`config.mk`:
```
export PLATFORM = sky130hd
export DESIGN_NAME = length_prefixed_frame_deframer_top
export DESIGN_NICKNAME = d
export VERILOG_FILES = /design/src/hw/rtl/lpfd_pkg.sv /design/src/hw/rtl/length_prefixed_frame_deframer_top.sv /design/src/hw/rtl/lpfd_front.sv /design/src/hw/rtl/lpfd_cmdq.sv /design/src/hw/rtl/lpfd_back.sv
export SDC_FILE = /design/constraint.sdc
export NUM_CORES = 2
export LEC_CHECK = 0
export ABC_AREA = 1
export ABC_CLOCK_PERIOD_IN_PS = 9500
export CORE_MARGIN = 1
export CORE_UTILIZATION = 57
export CTS_CLUSTER_SIZE = 16
export DETAILED_ROUTE_END_ITERATION = 8
export DONT_BUFFER_PORTS = 1
export PLACE_DENSITY = 0.79
export SYNTH_ARGS = -nofsm -noshare
export SYNTH_HDL_FRONTEND = slang
export SYNTH_SLANG_ARGS = --single-unit
```
`constraint.sdc`:
```
create_clock -name clk -period 9.5 [get_ports clk]
set_clock_uncertainty 0.2 [all_clocks]
set_input_delay 0.475 -clock clk [delete_from_list [all_inputs] [get_ports clk]]
set_output_delay 0.475 -clock clk [all_outputs]
set_load 0.005 [all_outputs]
```
`src/hw/rtl/lpfd_pkg.sv`:
```
`timescale 1ns / 1ps
// lpfd_pkg: types, constants and codes shared by the frame deframer modules
// no dependencies

package lpfd_pkg;

	// handle store and frame limits
	localparam int HFIFO_DEPTH     = 32;
	localparam int HPTR_W          = $clog2(HFIFO_DEPTH);
	localparam int HLVL_W          = HPTR_W + 1;
	localparam int HCNT_W          = 5;
	localparam int DEF_MAX_HANDLES = 16;

	// header layout
	localparam int HDR_BYTES  = 8;
	localparam int HDR_CNT_W  = $clog2(HDR_BYTES);
	localparam int HDR_KEEP_W = (HDR_BYTES - 1) * 8;

	// command queue between front and back
	localparam int CQ_DEPTH = 4;
	localparam int CQ_PTR_W = $clog2(CQ_DEPTH);
	localparam int CQ_CNT_W = CQ_PTR_W + 1;

	// configuration port
	localparam int CFG_IDX_W  = 1;
	localparam int CFG_DATA_W = 32;
	localparam logic [31:0]       RESET_MAX_BODY  = 32'd1048576;
	localparam logic [HCNT_W-1:0] RESET_MAX_FRAME = 5'd16;

	typedef enum logic [CFG_IDX_W-1:0] {
		REG_MAX_BODY    = 1'b0,
		REG_MAX_HANDLES = 1'b1
	} cfg_reg_t;

	localparam logic OP_BYTE   = 1'b0;
	localparam logic OP_HANDLE = 1'b1;

	typedef enum logic [1:0] {
		KIND_BODY   = 2'd0,
		KIND_HANDLE = 2'd1,
		KIND_END    = 2'd2,
		KIND_ERROR  = 2'd3
	} kind_t;

	typedef enum logic [1:0] {
		ERR_OVERSIZE = 2'd0,
		ERR_TOO_MANY = 2'd1,
		ERR_MISMATCH = 2'd2
	} err_t;

	typedef struct packed {
		logic        op;
		logic [7:0]  data_byte;
		logic [31:0] handle;
	} item_t;

	typedef struct packed {
		kind_t       kind;
		logic [7:0]  body_byte;
		logic [31:0] out_handle;
		err_t        error_code;
		logic        last;
	} result_t;

	// work handed from front to back
	typedef enum logic [1:0] {
		CMD_PUSH  = 2'd0,
		CMD_BYTE  = 2'd1,
		CMD_TAIL  = 2'd2,
		CMD_ERROR = 2'd3
	} cmd_op_t;

	typedef enum logic [1:0] {
		TAIL_NONE     = 2'd0,
		TAIL_END      = 2'd1,
		TAIL_MISMATCH = 2'd2
	} tail_t;

	typedef struct packed {
		cmd_op_t           op;
		logic [31:0]       data;
		err_t              code;
		tail_t             tail;
		logic [HCNT_W-1:0] count;
	} cmd_t;

	typedef enum logic [2:0] {
		B_CMD      = 3'd0,
		B_READ     = 3'd1,
		B_EMIT     = 3'd2,
		B_END      = 3'd3,
		B_MISMATCH = 3'd4
	} back_state_t;

endpackage

```
`src/hw/rtl/length_prefixed_frame_deframer_top.sv`:
```
`timescale 1ns / 1ps
// length_prefixed_frame_deframer_top: length-prefixed frame deframer with handle queue
// depends on lpfd_pkg, lpfd_front, lpfd_cmdq, lpfd_back
//
// channel   direction  handshake                 payload
// item      in         item_valid / item_stall   lpfd_pkg::item_t (op, data_byte, handle)
// result    out        result_valid / result_stall lpfd_pkg::result_t
// config    in         cfg_we, cfg_index         cfg_data (32 bits)
//
// a word is taken at a rising edge with valid high and stall low
// stream bytes and handle words go in one per cycle while the command queue has room;
// body bytes come out one per cycle while result_stall is low and no drain is running
// a frame's drain: per handle a registered read of the handle store, then an emit, then
// the end marker; the front accepts during the drain until the 4-entry command queue fills
// reset is asynchronous, active low; the handle store needs no clearing pass

module length_prefixed_frame_deframer_top #(
	parameter int MAX_HANDLES = lpfd_pkg::DEF_MAX_HANDLES
) (
	input  logic                            clk,
	input  logic                            arst_n,
	input  logic                            cfg_we,
	input  logic [lpfd_pkg::CFG_IDX_W-1:0]  cfg_index,
	input  logic [lpfd_pkg::CFG_DATA_W-1:0] cfg_data,
	input  logic                            item_valid,
	input  lpfd_pkg::item_t                 item,
	output logic                            item_stall,
	output logic                            result_valid,
	output lpfd_pkg::result_t               result,
	input  logic                            result_stall
);
	import lpfd_pkg::*;

	// front to queue
	cmd_t    cmd_front;
	logic    cq_push;
	logic    cq_full;

	// queue to back
	logic    head_valid;
	cmd_t    head;
	logic    head_pop;

	// header parsing, limit checks and handle occupancy live in the front
	lpfd_front #(
		.MAX_HANDLES(MAX_HANDLES)
	) u_front (
		.clk       (clk),
		.arst_n    (arst_n),
		.cfg_we    (cfg_we),
		.cfg_index (cfg_index),
		.cfg_data  (cfg_data),
		.item_valid(item_valid),
		.item      (item),
		.item_stall(item_stall),
		.cmd       (cmd_front),
		.cq_push   (cq_push),
		.cq_full   (cq_full)
	);

	// decouples front and back so a handle drain does not stall the stream at once
	lpfd_cmdq u_cmdq (
		.clk       (clk),
		.arst_n    (arst_n),
		.cmd_in    (cmd_front),
		.push      (cq_push),
		.full      (cq_full),
		.pop       (head_pop),
		.head_valid(head_valid),
		.head      (head)
	);

	// handle store, drain sequencer and the result register
	lpfd_back u_back (
		.clk         (clk),
		.arst_n      (arst_n),
		.cmd_valid   (head_valid),
		.cmd         (head),
		.cmd_pop     (head_pop),
		.result_valid(result_valid),
		.result      (result),
		.result_stall(result_stall)
	);

endmodule

```
`src/hw/rtl/lpfd_front.sv`:
```
`timescale 1ns / 1ps
// lpfd_front: accepts words, parses headers, tracks handle occupancy, issues commands
// depends on lpfd_pkg

module lpfd_front #(
	parameter int MAX_HANDLES = lpfd_pkg::DEF_MAX_HANDLES
) (
	input  logic                            clk,
	input  logic                            arst_n,
	input  logic                            cfg_we,
	input  logic [lpfd_pkg::CFG_IDX_W-1:0]  cfg_index,
	input  logic [lpfd_pkg::CFG_DATA_W-1:0] cfg_data,
	input  logic                            item_valid,
	input  lpfd_pkg::item_t                 item,
	output logic                            item_stall,
	output lpfd_pkg::cmd_t                  cmd,
	output logic                            cq_push,
	input  logic                            cq_full
);
	import lpfd_pkg::*;

	logic [31:0]           max_body_q;
	logic [HCNT_W-1:0]     max_frame_q;
	logic [HDR_KEEP_W-1:0] hdr_q;
	logic [HDR_CNT_W-1:0]  hcnt_q, hcnt_n;
	logic [31:0]           body_q, body_n;
	logic [HCNT_W-1:0]     frame_cnt_q, frame_n;
	logic [HLVL_W-1:0]     level_q, level_n;
	logic                  failed_q, failed_n;

	logic                  accept, push;
	logic                  hdr_wr, hdr_clr;
	logic                  finish;
	logic [HCNT_W-1:0]     fin_cnt;
	logic [HCNT_W-1:0]     lim;
	logic [HLVL_W-1:0]     dbl, bound;
	logic [31:0]           hdr_len, hdr_cnt;

	assign item_stall = cq_full;
	assign accept     = item_valid & ~cq_full;
	assign cq_push    = push;

	// effective per-frame limit and store flood bound
	always_comb begin
		if (max_frame_q > HCNT_W'(MAX_HANDLES))
			lim = HCNT_W'(MAX_HANDLES);
		else
			lim = max_frame_q;
		dbl = {lim, 1'b0};
		if (dbl > HLVL_W'(HFIFO_DEPTH))
			bound = HLVL_W'(HFIFO_DEPTH);
		else
			bound = dbl;
	end

	assign hdr_len = hdr_q[31:0];
	assign hdr_cnt = {item.data_byte, hdr_q[HDR_KEEP_W-1:32]};

	always_comb begin
		cmd.op    = CMD_TAIL;
		cmd.data  = '0;
		cmd.code  = ERR_OVERSIZE;
		cmd.tail  = TAIL_NONE;
		cmd.count = '0;
		push      = 1'b0;
		level_n   = level_q;
		frame_n   = frame_cnt_q;
		body_n    = body_q;
		hcnt_n    = hcnt_q;
		failed_n  = failed_q;
		hdr_wr    = 1'b0;
		hdr_clr   = 1'b0;
		finish    = 1'b0;
		fin_cnt   = frame_cnt_q;
		if (accept && !failed_q) begin
			if (item.op == OP_HANDLE) begin
				push = 1'b1;
				if (level_q >= bound) begin
					cmd.op   = CMD_ERROR;
					cmd.code = ERR_TOO_MANY;
					failed_n = 1'b1;
				end else begin
					cmd.op   = CMD_PUSH;
					cmd.data = item.handle;
					level_n  = level_q + 1'b1;
				end
			end else if (body_q != '0) begin
				push     = 1'b1;
				cmd.op   = CMD_BYTE;
				cmd.data = {24'd0, item.data_byte};
				body_n   = body_q - 1'b1;
				finish   = (body_q == 32'd1);
			end else if (hcnt_q == HDR_CNT_W'(HDR_BYTES - 1)) begin
				hdr_clr = 1'b1;
				hcnt_n  = '0;
				if (hdr_len > max_body_q) begin
					push     = 1'b1;
					cmd.op   = CMD_ERROR;
					cmd.code = ERR_OVERSIZE;
					failed_n = 1'b1;
				end else if (hdr_cnt > 32'(lim)) begin
					push     = 1'b1;
					cmd.op   = CMD_ERROR;
					cmd.code = ERR_TOO_MANY;
					failed_n = 1'b1;
				end else begin
					frame_n = hdr_cnt[HCNT_W-1:0];
					body_n  = hdr_len;
					fin_cnt = hdr_cnt[HCNT_W-1:0];
					if (hdr_len == '0) begin
						push   = 1'b1;
						cmd.op = CMD_TAIL;
						finish = 1'b1;
					end
				end
			end else begin
				hdr_wr = 1'b1;
				hcnt_n = hcnt_q + 1'b1;
			end

			// frame completion: enough handles queued or not
			if (finish) begin
				if (HLVL_W'(fin_cnt) > level_q) begin
					cmd.tail = TAIL_MISMATCH;
					failed_n = 1'b1;
				end else begin
					cmd.tail  = TAIL_END;
					cmd.count = fin_cnt;
					level_n   = level_q - HLVL_W'(fin_cnt);
					frame_n   = '0;
				end
			end
		end
	end

	always_ff @(posedge clk or negedge arst_n) begin
		if (!arst_n) begin
			max_body_q  <= RESET_MAX_BODY;
			max_frame_q <= RESET_MAX_FRAME;
			hdr_q       <= '0;
			hcnt_q      <= '0;
			body_q      <= '0;
			frame_cnt_q <= '0;
			level_q     <= '0;
			failed_q    <= 1'b0;
		end else begin
			if (cfg_we) begin
				case (cfg_reg_t'(cfg_index))
					REG_MAX_BODY:    max_body_q  <= cfg_data;
					REG_MAX_HANDLES: max_frame_q <= cfg_data[HCNT_W-1:0];
					default: ;
				endcase
			end
			if (hdr_clr) begin
				hdr_q <= '0;
			end else if (hdr_wr) begin
				for (int i = 0; i < HDR_BYTES - 1; i++) begin
					if (hcnt_q == HDR_CNT_W'(i))
						hdr_q[i*8 +: 8] <= item.data_byte;
				end
			end
			hcnt_q      <= hcnt_n;
			body_q      <= body_n;
			frame_cnt_q <= frame_n;
			level_q     <= level_n;
			failed_q    <= failed_n;
		end
	end

	a_level_bound: assert property (@(posedge clk) disable iff (!arst_n)
		level_q <= HLVL_W'(HFIFO_DEPTH))
		else $error("handle occupancy beyond store depth");

	a_failed_sticky: assert property (@(posedge clk) disable iff (!arst_n)
		failed_q |=> failed_q && !cq_push)
		else $error("failed state left or command issued after failure");

endmodule

```
`src/hw/rtl/lpfd_cmdq.sv`:
```
`timescale 1ns / 1ps
// lpfd_cmdq: short command queue between the front and back parts
// depends on lpfd_pkg

module lpfd_cmdq (
	input  logic           clk,
	input  logic           arst_n,
	input  lpfd_pkg::cmd_t cmd_in,
	input  logic           push,
	output logic           full,
	input  logic           pop,
	output logic           head_valid,
	output lpfd_pkg::cmd_t head
);
	import lpfd_pkg::*;

	cmd_t                slot_q [CQ_DEPTH];
	logic [CQ_PTR_W-1:0] wp_q, rp_q;
	logic [CQ_CNT_W-1:0] cnt_q;
	logic                do_push, do_pop;

	assign full       = (cnt_q == CQ_CNT_W'(CQ_DEPTH));
	assign head_valid = (cnt_q != '0);
	assign head       = slot_q[rp_q];
	assign do_push    = push & ~full;
	assign do_pop     = pop & head_valid;

	always_ff @(posedge clk) begin
		if (do_push)
			slot_q[wp_q] <= cmd_in;
	end

	always_ff @(posedge clk or negedge arst_n) begin
		if (!arst_n) begin
			wp_q  <= '0;
			rp_q  <= '0;
			cnt_q <= '0;
		end else begin
			if (do_push)
				wp_q <= wp_q + 1'b1;
			if (do_pop)
				rp_q <= rp_q + 1'b1;
			case ({do_push, do_pop})
				2'b10:   cnt_q <= cnt_q + 1'b1;
				2'b01:   cnt_q <= cnt_q - 1'b1;
				default: cnt_q <= cnt_q;
			endcase
		end
	end

	a_no_push_full: assert property (@(posedge clk) disable iff (!arst_n)
		!(push && full))
		else $error("command pushed into a full queue");

endmodule

```
`src/hw/rtl/lpfd_back.sv`:
```
`timescale 1ns / 1ps
// lpfd_back: executes commands, owns the handle store and the result register
// depends on lpfd_pkg

module lpfd_back (
	input  logic              clk,
	input  logic              arst_n,
	input  logic              cmd_valid,
	input  lpfd_pkg::cmd_t    cmd,
	output logic              cmd_pop,
	output logic              result_valid,
	output lpfd_pkg::result_t result,
	input  logic              result_stall
);
	import lpfd_pkg::*;

	logic [31:0]       hmem [HFIFO_DEPTH];
	logic [31:0]       rdata_q;
	logic [HPTR_W-1:0] wp_q, rp_q;
	logic [HCNT_W-1:0] remain_q, remain_n;
	back_state_t       state_q, state_n;
	result_t           res_q, res_n;
	logic              res_valid_q;
	logic              out_free, load, mem_we, rd_en;

	assign out_free     = ~res_valid_q | ~result_stall;
	assign result_valid = res_valid_q;
	assign result       = res_q;

	always_comb begin
		state_n  = state_q;
		remain_n = remain_q;
		cmd_pop  = 1'b0;
		load     = 1'b0;
		mem_we   = 1'b0;
		rd_en    = 1'b0;
		res_n    = '{kind: KIND_BODY, body_byte: 8'd0, out_handle: 32'd0,
			error_code: ERR_OVERSIZE, last: 1'b0};
		case (state_q)
			B_CMD: begin
				if (cmd_valid && out_free) begin
					cmd_pop = 1'b1;
					case (cmd.op)
						CMD_PUSH: mem_we = 1'b1;
						CMD_BYTE: begin
							load            = 1'b1;
							res_n.kind      = KIND_BODY;
							res_n.body_byte = cmd.data[7:0];
						end
						CMD_ERROR: begin
							load             = 1'b1;
							res_n.kind       = KIND_ERROR;
							res_n.error_code = cmd.code;
							res_n.last       = 1'b1;
						end
						default: ;
					endcase
					remain_n = cmd.count;
					case (cmd.tail)
						TAIL_END:      state_n = (cmd.count != '0) ? B_READ : B_END;
						TAIL_MISMATCH: state_n = B_MISMATCH;
						default:       state_n = B_CMD;
					endcase
				end
			end
			B_READ: begin
				rd_en    = 1'b1;
				remain_n = remain_q - 1'b1;
				state_n  = B_EMIT;
			end
			B_EMIT: begin
				if (out_free) begin
					load             = 1'b1;
					res_n.kind       = KIND_HANDLE;
					res_n.out_handle = rdata_q;
					state_n          = (remain_q == '0) ? B_END : B_READ;
				end
			end
			B_END: begin
				if (out_free) begin
					load       = 1'b1;
					res_n.kind = KIND_END;
					res_n.last = 1'b1;
					state_n    = B_CMD;
				end
			end
			B_MISMATCH: begin
				if (out_free) begin
					load             = 1'b1;
					res_n.kind       = KIND_ERROR;
					res_n.error_code = ERR_MISMATCH;
					res_n.last       = 1'b1;
					state_n          = B_CMD;
				end
			end
			default: state_n = B_CMD;
		endcase
	end

	// handle store: one write port, one registered read port
	always_ff @(posedge clk) begin
		if (mem_we)
			hmem[wp_q] <= cmd.data;
		if (rd_en)
			rdata_q <= hmem[rp_q];
		if (load)
			res_q <= res_n;
	end

	always_ff @(posedge clk or negedge arst_n) begin
		if (!arst_n) begin
			state_q     <= B_CMD;
			remain_q    <= '0;
			wp_q        <= '0;
			rp_q        <= '0;
			res_valid_q <= 1'b0;
		end else begin
			state_q  <= state_n;
			remain_q <= remain_n;
			if (mem_we)
				wp_q <= wp_q + 1'b1;
			if (rd_en)
				rp_q <= rp_q + 1'b1;
			if (load)
				res_valid_q <= 1'b1;
			else if (!result_stall)
				res_valid_q <= 1'b0;
		end
	end

	a_read_then_emit: assert property (@(posedge clk) disable iff (!arst_n)
		(state_q == B_READ) |=> (state_q == B_EMIT))
		else $error("handle read not followed by emit");

endmodule

```
# == After elaboration in Yosys (flattened, before gate mapping) ==
# Memories as Yosys holds them, arrays and structs flattened. A register that Yosys moved wholly into a read port is not among the register bits.
# Cells that the tools add are included.
# op_classes
addsub,11
order_cmp,6
n_eq_ne,25
mux,112
bitwise,10
reduce_logical,40
# ops
operator,n
$mux W32,5
$mux W56,2
$mux W8,9
$mux W5,11
$mux W1,48
$mux W43,1
$mux W36,1
$eq A32 B1 Y1 const B,1
$gt A32 B32 Y1,1
$gt A32 B5 Y1,1
$logic_not A32 Y1,1
$reduce_bool A32 Y1,1
$sub A32 B1 Y32 const B,1
$mux W6,5
$mux W2,13
$reduce_and A2 Y1,11
$reduce_bool A2 Y1,11
$mux W3,7
$eq A3 B3 Y1 const B,6
$eq A3 B2 Y1 const B,4
$ne A2 B1 Y1 const B,6
$pmux W3 S2,2
$pmux W3 S4,1
$add A5 B1 Y5 const B,2
other kinds (34),53
# totals
register_bits,211
ramBits,1196
inputBits,79
output_inout_bits,47
elab_cells,233
memories,2
# memory_table
name,depth,word_bits,rd,rd_clocked_by_memory_dff,write_ports,line,rtl
u_back.hmem,32,32,1,1,1,lpfd_back.sv:17,logic [31:0] hmem [HFIFO_DEPTH];
u_cmdq.slot_q,4,43,1,0,1,lpfd_cmdq.sv:17,cmd_t slot_q [CQ_DEPTH];

# == Depth between registers and ports, before layout ==
# depth
depth_word,13
depth_mapped,33
depth_no_buf,33

# == Modules after synthesis ==
# Synthesis repeated with hierarchy kept, for this count alone.
# hier_totals
cells_unflattened,6070
hier_area_um2,63220.6
# modules_own_cells
module,n_inst,cells_each,area_per_inst_um2,seq_area_each_um2
lpfd_back,1,4274,46895.0,33537.2
lpfd_front,1,1234,8956.1,3505.9
lpfd_cmdq,1,562,7369.6,5340.1

# == Worst setup path after synthesis ==
# No wires, ideal clock.
# synth_path
kind,reg-to-reg
startpoint,reg u_back.state_q[1]
endpoint,"reg u_back.res_q, in the netlist u_back.result[0], enable pin"
setup_ps,510
t_arrival_ps,3957
required_time_ps,8790
slack_ps,4834
stages_incl_launch_ff,6
n_path_buf,0
period_less_slack_ps,4666
cell_sequence,dfrtp_1 -> nor2_1 -> inv_1 -> a21oi_1 -> nor2_1 -> o21ai_0
# synth_between
elab_chain_cells,3
elab_cells_between_ends,6
cone_classes,eq/ne: 3; mux: 1; reduce/logical: 2
# synth_lines
element,line,rtl
start: declaration,lpfd_back.sv:21,"back_state_t state_q, state_n;"
start signal: assignment,lpfd_back.sv:118,state_q <= state_n;
$eq A3 B2 Y1 / $eq A3 B3 Y1 (equally long branches),lpfd_back.sv:39,case (state_q)
$reduce_or A3 Y1 (no source line),--,
$pmux W1 S2 *,lpfd_back.sv:39,
named net u_back.load,lpfd_back.sv:24,"logic out_free, load, mem_we, rd_en;"
end signal: assignment,lpfd_back.sv:107,res_q <= res_n;
end: declaration,lpfd_back.sv:22,"result_t res_q, res_n;"
# The timed path passes the listed nets; every way through them passes the cells marked *.
# A chain may end at the register's enable or synchronous reset.

# == Worst setup path in the final report ==
# layout_path
startpoint,reg u_front.hdr_q[31]
endpoint,reg u_front.frame_cnt_q[3]
# layout_between
elab_chain_cells,9
elab_cells_between_ends,17
cone_classes,order compare: 2; mux: 14; reduce/logical: 1
# layout_lines
element,line,rtl
start: declaration,lpfd_front.sv:24,logic [HDR_KEEP_W-1:0] hdr_q;
start signal: indexed assignment,lpfd_front.sv:159,hdr_q[i*8 +: 8] <= item.data_byte;
$gt A32 B32 Y1 / $logic_not A32 Y1 (equally long branches),"lpfd_front.sv:96, lpfd_front.sv:110",
$mux W5 / $mux W1 (equally long branches),"lpfd_front.sv:96, lpfd_front.sv:110",
$mux W5 / $mux W1 (equally long branches),"lpfd_front.sv:93, lpfd_front.sv:101",
$mux W5 / $mux W1 (equally long branches),"lpfd_front.sv:87, lpfd_front.sv:96",
$mux W5 / $mux W1 (equally long branches),"lpfd_front.sv:76, lpfd_front.sv:93",
$mux W5 / $mux W1 (equally long branches),"lpfd_front.sv:75, lpfd_front.sv:87",
$gt A5 B6 Y1 / $mux W1 (equally long branches),"lpfd_front.sv:123, lpfd_front.sv:76",
$mux W5 / $mux W1 (equally long branches),"lpfd_front.sv:123, lpfd_front.sv:75",
$mux W5 *,lpfd_front.sv:122,if (finish) begin
end signal: assignment,lpfd_front.sv:164,frame_cnt_q <= frame_n;
end: declaration,lpfd_front.sv:27,"logic [HCNT_W-1:0] frame_cnt_q, frame_n;"
# Mark *: on every way between the ends. The rest lies on a longest branch, timed or not. The select of a mux whose other input is x is not followed.

==> summary.json <==
{
  "routing": {
    "drt-total-wl_mm": 152,
    "vias": 39432,
    "drt-initial-drc-count": 5518,
    "drc": 0,
    "post_drt_wl_per_cell_um": 24.0,
    "drt.antenna.violating_nets": 0,
    "dr.pass1.iters": 6,
    "detail_route.vias_per_cell": 6.20
  },
  "worst_setup_path": {
    "timing.critical_path.slowest_cell_delay_ns": 0.44,
    "crit_path_start_kind": "flop",
    "worstPathMaxFanout": 8,
    "worstSetupStartpoint": "u_front.hdr_q[31]",
    "crit_slowest_cell": "a21oi_1",
    "timing.setup.critical_path_class": "reg -> reg",
    "crit_chain": "ha_1, nand2_1, nor2_1, nand2_1, nor2_1, nand4_1, nand2_1, nand2_1, nor2_1, nand2_1, nand2_1, inv_1, nor2_1, inv_2, ha_1, a21oi_1, inv_1, a31oi_1, nor2_1, nor3_1, nor2_1, a21oi_1, nand2_1, nand2_1",
    "rr_startpoint": "u_front.hdr_q[31]",
    "critical_path_required_ns": 9.98,
    "worstSetupEndpointType": "flop",
    "worst_path_most_repeated_cell": "nand2_1",
    "timing.critical_path.arrival_ns": 5.20
  },
  "clocking": {
    "cell_at_the_root_of_the_clock_tree": "clkbuf_16",
    "clkLatencyLatePin_ns": 0.76,
    "cts_max_path_buffers": 3,
    "clock_tree.htree_level_count": 4,
    "tritoncts": "done",
    "post_cts_buffers": 0,
    "clock_sink_count": 1435,
    "tritoncts.num_buffers": 142,
    "cts.clk_slew.worst_paths_ns": 0.06
  },
  "logic_synthesis": {
    "yosysUniqueCellTypes": 52,
    "seq_area_frac_synth_pct": 71.8,
    "post-synth-top-count-cell": "edfxtp_1",
    "yosysTopAreaCellShare_pct": 64.8,
    "ys_ff_latch": 1435,
    "async_reset_ff_share_pct": 11.6,
    "netlist_top_cells_count": "1269 x edfxtp_1, 863 x nor2_1, 702 x o21ai_0, 463 x nand2_1, 262 x inv_1",
    "synthFlopType": "edfxtp_1",
    "yosysWarningCount": 0,
    "synth_cells": 4834,
    "post_synth_main_area_contributors": "edfxtp_1 65%, dfrtp_1 7.0%, o21ai_0 6.0%, nor2_1 5.5%, nand2_1 3.0%",
    "synthDominantAreaCellType": "edfxtp_1",
    "avgSynthCellArea_um2": 12.2,
    "syn_nets": 4982,
    "synth-edff-count": 1269,
    "synth.cell_area_um2": 58800
  },
  "die": {
    "core_area_um2": 102000,
    "die-area_um2": 104000,
    "die_width_um": 323,
    "design.portCount": 126,
    "die_height_um": 323,
    "start_util_pct": 57.7,
    "placementRows": 117
  },
  "pwr": {
    "power_density_nw_per_um2": 299,
    "p_leak_nw": 23.5,
    "totalPowerFinal_w": 0.0197,
    "ir_worst_vdd_v": 0.000244
  },
  "timing": {
    "fin_setup_tns_ns": 0,
    "achievable-frequency_mhz": 212,
    "timing.final.ws_setup_ns": 4.78,
    "timing_max_transition_violations_final": 0,
    "maxSlewHeadroom_pct": 14.2,
    "finalCritPeriodShare_pct": 49.7,
    "tightestPinTransition_ns": 1.29,
    "timing.final.hold_violations": 0,
    "period_minus_slack_ns": 4.72,
    "grt_setup_unrepaired": "no",
    "final-setup-viol-count": 0
  },
  "finish": {
    "drive_above_1_share_pct": 8.26,
    "final_stage_net_count": 5018,
    "fill_cells": 7106,
    "syn2layout_area_growth_pct": 12.1,
    "layout.core_utilization_pct": 64.6
  },
  "global_route": {
    "grt_pass1_vias": 38422,
    "gr-usage-all-layers_pct": 29.2,
    "global_route_wire_length_before_repair_mm": 227,
    "maximum_number_of_pins_on_one_net_before_global_route_repair": 186,
    "grt_antenna_before_repair": 1,
    "gr-total-overflow": 0
  },
  "outcome": {
    "outcome": "finished, final reports clean"
  },
  "placement": {
    "dp.final_hpwl_mm": 82.3,
    "gp_congestion": 0.868,
    "place_ws_ns": 4.90,
    "numPortBuffers": 0
  },
  "worst_hold_path": {
    "hold_path_startpoint": "item[36]",
    "hold_path_class": "in -> reg"
  },
  "flow_run": {
    "maxCapViolCount": 0
  }
}
==> power by group <==
| group | switching (W) | internal (W) |
|---|---|---|
| Clock | 0.00234 | 0.00308 |
| Combinational | 0.00439 | 0.00136 |
| Sequential | 0.000262 | 0.00829 |
| Total | 0.00699 | 0.0127 |
==> worst max-delay path: cells and delay by family, from the launching register on <==
kind                     cells  cell delay (ns)
AND/OR/NAND/NOR             16             2.39
AO/OA/AOI/OAI                3             0.80
adder cells (fa/ha/maj)      2             0.66
flip-flops                   1             0.43
buffers and inverters        3             0.17
==> final timing paths <==
path                       slack, ns                endpoint  depth (start not counted)
max                             4.78  u_front.frame_cnt_q[3]                         24
min                             0.11        u_front.hdr_q[4]                          4
max reg2reg                     4.78  u_front.frame_cnt_q[3]                         24
min reg2reg                     0.28       u_front.hdr_q[41]                          2
max in group asynchronous       8.19      u_front.body_q[16]                          2
min in group asynchronous       0.16      u_back.remain_q[4]                          2
==> cells by family after synthesis <==
kind of cell | Yosys count | synth area share [%]
simple gates | 1547 | 10.9
flops | 1435 | 71.8
compound gates | 1172 | 11.3
buf+inv | 555 | 3.66
fa+ha+maj | 69 | 1.49
xor+xnor | 47 | 0.700
mux | 9 | 0.153
==> repair_timing <==
item	in CTS	in global routing
hold buffers	81	0
endpoints found under the hold margin	363	0
gates resized for setup	0	0
setup endpoints to repair	0	0
==> per-stage QoR <==
stage | hold WS (ns) | area [um^2] | cells
after global routing | 0.103 | 65900 | 6355
after CTS | 0.0709 | 65900 | 6355
after floorplan | -0.0206 | 58800 | 4834
after detailed placement | -0.0124 | 60600 | 6013
final | 0.109 | 65900 | 6356
after global placement | -0.0116 | 60600 | 6013
==> sequential cells by signal, indices dropped and copies added, names as in the netlist, 5 cells and up <==
| signal | cells |
|---|---|
| u_front.max_frame_q | 5 |
| u_front.max_body_q | 32 |
| u_front.level_q | 6 |
| u_back.rdata_q | 32 |
| u_back.remain_q | 5 |
| u_cmdq.slot_q | 168 |
| u_front.frame_cnt_q | 5 |
| u_back.result | 45 |
| u_front.hdr_q | 56 |
| u_back.wp_q | 5 |
| u_back.hmem | 1024 |
| u_back.rp_q | 5 |
| u_front.body_q | 32 |
==> cells in the final DEF, fill, tap and decap left out, types with 6 or more instances in the layout <==
| cell type | instances |
|---|---|
| o21ai_0 | 701 |
| nand3_1 | 115 |
| clkbuf_1 | 34 |
| edfxtp_1 | 1269 |
| o22ai_2 | 24 |
| dlygate4sd3_1 | 80 |
| nor2_1 | 827 |
| mux2i_1 | 9 |
| clkbuf_16 | 147 |
| o221ai_1 | 105 |
| xor2_1 | 30 |
| xnor2_1 | 17 |
| nor3_1 | 12 |
| nor2_4 | 41 |
| a21oi_1 | 118 |
| o21ai_2 | 7 |
| clkinv_2 | 16 |
| inv_2 | 22 |
| dfrtp_1 | 160 |
| inv_1 | 255 |
| nor2_8 | 6 |
| nand4_1 | 49 |
| nand2_1 | 461 |
| ha_1 | 67 |
| buf_4 | 84 |
| o22ai_1 | 154 |
| o21ai_1 | 21 |
| bufinv_16 | 7 |
| clkinv_1 | 38 |
| o211ai_1 | 25 |
==> layout make-up <==
cell class,count,area (um^2),area share [%]
clock inverter,75,631,0.957
multi-input combinational,2844,14900,22.5
clock buffer,186,3870,5.88
sequential,1435,42300,64.1
timing repair buffer,167,1500,2.27
tap,1368,1710,2.60
inverter,280,1070,1.62
antenna,1,2.50,0.00380
==> layer usage <==
layer | global-route usage [%] | vias to the layer above | share of wire [%]
met2 | 46.7 | 2499 | 47
met4 | 13.7 | 2 | 4.6
met1 | 38.4 | 19041 | 37
li1 | - | 17439 | -
met3 | 6.32 | 451 | 11
met5 | 0 | - | 0.0085
Note: power is estimated with default switching activity, not from simulation.
